===== src/hw/rtl/stbg_pkg.sv =====
// Shared constants, types and the quarter-wave sine table builder for the tone burst generator.
`timescale 1ns / 1ps

package stbg_pkg;

    // Block configuration
    localparam int SAMPLE_RATE = 16000;
    localparam int MAX_SAMPLES = 4096;
    localparam int PHASE_BITS  = 32;
    localparam int TABLE_BITS  = 10;

    // Item field widths
    localparam int FREQ_W = 16;
    localparam int MS_W   = 16;
    localparam int DAC_W  = 10;

    // Item function codes
    localparam logic FUNC_START = 1'b0;
    localparam logic FUNC_TICK  = 1'b1;

    localparam int CNT_W  = $clog2(MAX_SAMPLES + 1);
    localparam int RATE_W = $clog2(SAMPLE_RATE);

    // Phase step = freq * STEP_INT + floor(freq * STEP_REM / SAMPLE_RATE), mod 2^PHASE_BITS
    localparam longint unsigned PHASE_MOD = 64'd1 << PHASE_BITS;
    localparam longint unsigned STEP_INT  = PHASE_MOD / SAMPLE_RATE;
    localparam longint unsigned STEP_REM  = PHASE_MOD % SAMPLE_RATE;
    localparam logic [PHASE_BITS-1:0] STEP_INT_C = PHASE_BITS'(STEP_INT);

    // Division of freq * STEP_REM by the sample rate: multiply by a rounded-up reciprocal
    localparam int SX_W  = FREQ_W + RATE_W;
    localparam int SX_S  = SX_W + RATE_W;
    localparam int SXM_W = SX_S - RATE_W + 2;
    localparam longint unsigned SX_M = ((64'd1 << SX_S) + SAMPLE_RATE - 1) / SAMPLE_RATE;
    localparam logic [SX_W-1:0]  STEP_REM_C = SX_W'(STEP_REM);
    localparam logic [SXM_W-1:0] SX_M_C     = SXM_W'(SX_M);

    // Sample count = ms * SAMPLE_RATE / 1000, same reciprocal trick
    localparam int MS_PER_S = 1000;
    localparam int MSD_W    = $clog2(MS_PER_S);
    localparam int CY_W     = MS_W + RATE_W + 1;
    localparam int CY_S     = CY_W + MSD_W;
    localparam int CYM_W    = CY_S - MSD_W + 2;
    localparam int CQ_W     = CY_W - MSD_W + 1;
    localparam longint unsigned CY_M = ((64'd1 << CY_S) + MS_PER_S - 1) / MS_PER_S;
    localparam logic [CY_W-1:0]  RATE_C = CY_W'(SAMPLE_RATE);
    localparam logic [CYM_W-1:0] CY_M_C = CYM_W'(CY_M);

    // DAC codes
    localparam logic [DAC_W-1:0] DAC_MID = DAC_W'(1 << (DAC_W - 1));
    localparam logic [DAC_W-1:0] DAC_MAX = DAC_W'((1 << DAC_W) - 1);

    // Quarter-wave table: {inexact, floor(512*sin)} per entry
    localparam int QTR_BITS = TABLE_BITS - 2;
    localparam int QTR_SIZE = 1 << QTR_BITS;
    localparam int MAG_W    = DAC_W - 1;
    localparam int QTR_W    = MAG_W + 1;
    localparam int FRAC_SH  = 62 - MAG_W;
    localparam logic [63:0] HALF_PI_Q62 = 64'h6487ED5110B4611A;

    typedef logic [QTR_SIZE-1:0][QTR_W-1:0] t_qtr_tbl;

    // Start item operands, partly multiplied out on entry
    typedef struct packed {
        logic [PHASE_BITS-1:0] step_int;
        logic [SX_W-1:0]       frac_num;
        logic [CY_W-1:0]       cnt_num;
    } t_tone_prep;

    // (a*b) >> 62 in Q2.62, product below 4.0
    function automatic logic [63:0] mul_q62(logic [63:0] a, logic [63:0] b);
        logic [127:0] p;
        p = {64'd0, a} * {64'd0, b};
        return p[125:62];
    endfunction

    // floor(a / d) by restoring long division; only evaluated while the table is built
    function automatic logic [63:0] div_u64(logic [63:0] a, logic [63:0] d);
        logic [63:0] q;
        logic [64:0] rem;
        q   = '0;
        rem = '0;
        for (int i = 63; i >= 0; i--) begin
            rem = {rem[63:0], a[i]};
            if (rem >= {1'b0, d}) begin
                rem  = rem - {1'b0, d};
                q[i] = 1'b1;
            end
        end
        return q;
    endfunction

    // sin(pi/2 * j / QTR_SIZE) in Q2.62 by Taylor series
    function automatic logic [63:0] quarter_sin(int unsigned j);
        logic [63:0] f;
        logic [63:0] x;
        logic [63:0] x2;
        logic [63:0] term;
        logic [63:0] pos;
        logic [63:0] neg;
        logic [63:0] dv;
        f    = 64'(j) << (62 - QTR_BITS);
        x    = mul_q62(HALF_PI_Q62, f);
        x2   = mul_q62(x, x);
        term = x;
        pos  = x;
        neg  = '0;
        for (int n = 1; n <= 13; n++) begin
            dv   = 64'((2 * n) * (2 * n + 1));
            term = div_u64(mul_q62(term, x2), dv);
            if (n[0]) begin
                neg = neg + term;
            end else begin
                pos = pos + term;
            end
        end
        return (pos > neg) ? (pos - neg) : 64'd0;
    endfunction

    function automatic t_qtr_tbl build_qtr_tbl();
        t_qtr_tbl    t;
        logic [63:0] s;
        logic [63:0] fl;
        logic        inx;
        for (int j = 0; j < QTR_SIZE; j++) begin
            s   = quarter_sin(j);
            fl  = s >> FRAC_SH;
            inx = |s[FRAC_SH-1:0];
            if (fl > 64'((1 << MAG_W) - 1)) begin
                fl = 64'((1 << MAG_W) - 1);
            end
            t[j] = {inx, fl[MAG_W-1:0]};
        end
        return t;
    endfunction

endpackage


===== src/hw/rtl/stbg_tone_setup.sv =====
// Finishes the phase step and sample count of a start item from its pre-multiplied operands.
`timescale 1ns / 1ps

module stbg_tone_setup import stbg_pkg::*; (
    input  t_tone_prep            i_prep,
    output logic [PHASE_BITS-1:0] o_step,
    output logic [CNT_W-1:0]      o_count
);

    logic [SX_W+SXM_W-1:0] frac_prod;
    logic [CY_W+CYM_W-1:0] cnt_prod;
    logic [FREQ_W-1:0]     frac;
    logic [CQ_W-1:0]       cnt;

    always_comb begin
        // divide by the sample rate and by 1000 via reciprocal multiplies
        frac_prod = {{SXM_W{1'b0}}, i_prep.frac_num} * {{SX_W{1'b0}}, SX_M_C};
        cnt_prod  = {{CYM_W{1'b0}}, i_prep.cnt_num} * {{CY_W{1'b0}}, CY_M_C};
        frac      = frac_prod[SX_S +: FREQ_W];
        cnt       = cnt_prod[CY_S +: CQ_W];
        o_step    = i_prep.step_int + PHASE_BITS'(frac);
        if (32'(cnt) > 32'(MAX_SAMPLES)) begin
            o_count = CNT_W'(MAX_SAMPLES);
        end else begin
            o_count = CNT_W'(cnt);
        end
    end

endmodule


===== config.mk =====
export PLATFORM = sky130hd
export DESIGN_NAME = stbg_tone_setup
export DESIGN_NICKNAME = d
export VERILOG_FILES = /design/src/hw/rtl/stbg_pkg.sv /design/src/hw/rtl/stbg_tone_setup.sv
export SDC_FILE = /design/constraint.sdc
export NUM_CORES = 2
export LEC_CHECK = 0
export BUFFER_PORTS_ARGS = -buffer_cell sky130_fd_sc_hd__buf_2
export CAP_MARGIN = 5
export CORE_UTILIZATION = 50
export DETAILED_ROUTE_END_ITERATION = 16
export GPL_TIMING_DRIVEN = 1
export PLACE_DENSITY = 0.67
export SLEW_MARGIN = 5
export SYNTH_ARGS = -nofsm -noshare
export SYNTH_HDL_FRONTEND = slang
export SYNTH_SLANG_ARGS = --single-unit

===== constraint.sdc =====
create_clock -name vclk -period 25.9
set_clock_uncertainty 0.05 [all_clocks]
set_input_delay 2.59 -clock vclk [all_inputs]
set_output_delay 2.59 -clock vclk [all_outputs]
set_load 0.01 [all_outputs]

==> impl_summary.log <==
INFO  metric route.vias.total = slightly below 20000
INFO  metric viasPerCell = 5.10
INFO  metric holdBufCountCts = 0
INFO  metric maxCapViolCount = 0
INFO  metric detailedRoute.firstPassIterationCount = 4
INFO  metric timing_max_transition_violations_final = 0
INFO  metric synth-seq-area-share = 0%
INFO  metric initial_cell_density_of_the_core = just over 50%
INFO  metric synth_cell_type_count = 70
INFO  metric routed_wl = 66600 um
INFO  metric start_point_of_the_critical_path = i_prep[39]
INFO  metric most-common-layout-cells = sky130_fd_sc_hd__inv_1, sky130_fd_sc_hd__ha_1, sky130_fd_sc_hd__fa_1
INFO  metric endpoint_arrival_time_on_the_critical_path = 12100 ps
INFO  metric routabilityCongestion = 0.929
INFO  metric synth.top_cells.by_area = sky130_fd_sc_hd__fa_1, sky130_fd_sc_hd__ha_1, sky130_fd_sc_hd__inv_1
INFO  metric fin_setup_tns = 0 ps
INFO  metric number_of_global_route_vias_before_repair = approximately 22000
INFO  metric slew_headroom = between 30% and 40%
INFO  metric hold_slack = about 5400 ps
INFO  metric pin_count = 138
INFO  metric number_of_antenna_violations_at_the_first_check_in_global_routing = 0
INFO  metric width_of_the_chip = ~240 um
INFO  metric grtUsageTotal = a little under a quarter
INFO  metric synth_fp_nets = approximately 4400
INFO  metric area_growth_syn_to_layout = 5.54%
INFO  metric timing.final.crit_period = roughly 15000 ps
INFO  metric detailed_place.area = just over 30000 um^2
INFO  metric worst_hold_path.num_cells = 3
INFO  metric tightest_pin_transition = 962 ps
INFO  metric cp_max_fo = 11
INFO  metric die_h = 242 um
INFO  metric rsz0062_at_grt = false
INFO  metric cpMaxStageDelayCell = sky130_fd_sc_hd__nor4b_1
INFO  metric cts_post_setup_buffers_inserted = 0
INFO  metric preCtsSetupSlack = roughly 11000 ps
INFO  metric fp.coreArea = 56600 um^2
INFO  metric cp_data_required_time = 23260 ps
INFO  metric post_synth_top_area_cell = sky130_fd_sc_hd__fa_1
INFO  metric cts-resized-gates = 0
INFO  metric setup_viol = 0
INFO  metric outcome = finished clean
INFO  metric post_drt_wl_per_cell = between 15 and 20 um
INFO  metric layout-drive-gt1-share = under 10%
INFO  metric report.final.hold_viol_count = 0
INFO  metric hold_path.class = primary input to primary output
INFO  metric timing.critical_path.mode_cell = sky130_fd_sc_hd__fa_1
INFO  metric max_clock_freq = between 60 and 70 MHz
INFO  metric globalRoute.totalOverflow = 0
INFO  metric crit_path_max_incr_delay = between 800 and 900 ps
INFO  metric seq_cells = 0
INFO  metric timing.critical_path.from_type = primary input
INFO  metric die_area = ~60000 um^2
INFO  metric drtIter0Drc = roughly 770
INFO  metric antennaDiodeCount = 0
INFO  metric n_fill_cell = 5283
INFO  metric yosysTopAreaCellShare = 39.3%
INFO  metric critical_path.endpoint_type = primary output
INFO  metric grt_first_pass_wirelength = 111000 um
INFO  metric final.setup.worst_slack = 11160 ps
INFO  metric fin_nets = about 4600
INFO  metric synth_warnings = 0
INFO  metric rows = 87
INFO  metric synthesis.area = approximately 29000 um^2
INFO  metric drc = 0
INFO  metric worstHoldStart = i_prep[92]
INFO  metric syn-instance-count = 3011
INFO  metric crit_share_post_route = 56.9%
INFO  metric post_route_ant_nets = 0
INFO  metric syn_avg_cell_area = about 9.5 um^2
INFO  metric port_buffers = around 140
INFO  metric clkbuf_count = 0
INFO  metric seqCellArea = 0 um^2
INFO  metric timing.setup.critical_path_class = primary input to primary output
INFO  metric post-route-cell-area = between 30000 and 40000 um^2
INFO  metric most_frequent_standard_cell_in_the_layout_excluding_fill_and_tap_cells = sky130_fd_sc_hd__inv_1
INFO  metric grt_max_degree = 14
INFO  metric endpoint_with_the_worst_hold_slack = o_step[31]
INFO  metric dp.final_hpwl = between 50000 and 60000 um
[stage by stage]
stage,std cells,utilization [%]
global placement,3893,53.5
floorplan,3011,-
finish,3893,53.5
CTS,3893,53.5
detailed placement,3893,53.5
global route,3893,53.5
[per-layer routing]
metal	part of all wire [%]	GRT usage [%]
met1	46	32.9
met2	47	40.8
met3	4.7	2.66
met4	1.8	3.82
met5	0	0
[cells in the mapped netlist (5+ instances only)]
master,n
sky130_fd_sc_hd__inv_1,1032
sky130_fd_sc_hd__ha_1,767
sky130_fd_sc_hd__fa_1,564
sky130_fd_sc_hd__a21oi_1,96
sky130_fd_sc_hd__nand2_1,68
sky130_fd_sc_hd__nor2_1,61
sky130_fd_sc_hd__o21ai_0,49
sky130_fd_sc_hd__a21o_1,48
sky130_fd_sc_hd__nand3_1,30
sky130_fd_sc_hd__xor2_1,29
sky130_fd_sc_hd__xnor2_1,28
sky130_fd_sc_hd__nor3_1,26
sky130_fd_sc_hd__and3_1,23
sky130_fd_sc_hd__nand4_1,18
sky130_fd_sc_hd__a211oi_1,15
sky130_fd_sc_hd__clkbuf_1,12
sky130_fd_sc_hd__o211ai_1,12
sky130_fd_sc_hd__o21bai_1,12
sky130_fd_sc_hd__o21a_1,9
sky130_fd_sc_hd__nor2b_1,8
sky130_fd_sc_hd__a31o_2,6
sky130_fd_sc_hd__a31oi_1,6
sky130_fd_sc_hd__a211o_1,5
sky130_fd_sc_hd__and2_1,5
sky130_fd_sc_hd__nand2b_1,5
sky130_fd_sc_hd__o2111ai_1,5
sky130_fd_sc_hd__o31ai_1,5
[how the worst max path moves through the flow]
stage / end / depth (start not counted)
finish: o_step[28] / 37
global route: o_step[28] / 37
CTS: o_step[28] / 37
detailed placement: o_step[28] / 37
global placement: o_step[21] / 37
floorplan: o_step[20] / 35
[worst max-delay path, delay by kind of cell]
family                     cells  cell delay (ps)
AOI/OAI and AO/OA             11             2530
xor gates and xnor gates       2              290
adders and majority gates     10             4290
buffers and inverters          8              780
and+or+nand+nor                6             1610
[final cells by class]
| class | instances | area (um^2) | area share (%) |
|---|---|---|---|
| Timing Repair Buffer | 138 | 691 | 2.28 |
| Tap cell | 756 | 946 | 3.12 |
| Inverter | 1032 | 3870 | 12.8 |
| Multi-Input combinational cell | 1967 | 24800 | 81.8 |
[logic make-up (layout without fill, tap and decap cells)]
family                     Yosys count  in the layout  synth area share [%]
buffers and inverters             1044           1170                  13.6
adders and majority gates         1331           1331                  72.7
muxes                                3              3                 0.113
xor gates and xnor gates            57             57                  1.74
and+or+nand+nor                    273            273                  4.84
AOI/OAI and AO/OA                  303            303                  6.93
Power is not shown: default switching activity piles up to over one toggle a cycle in this logic, so the estimate is an artifact.
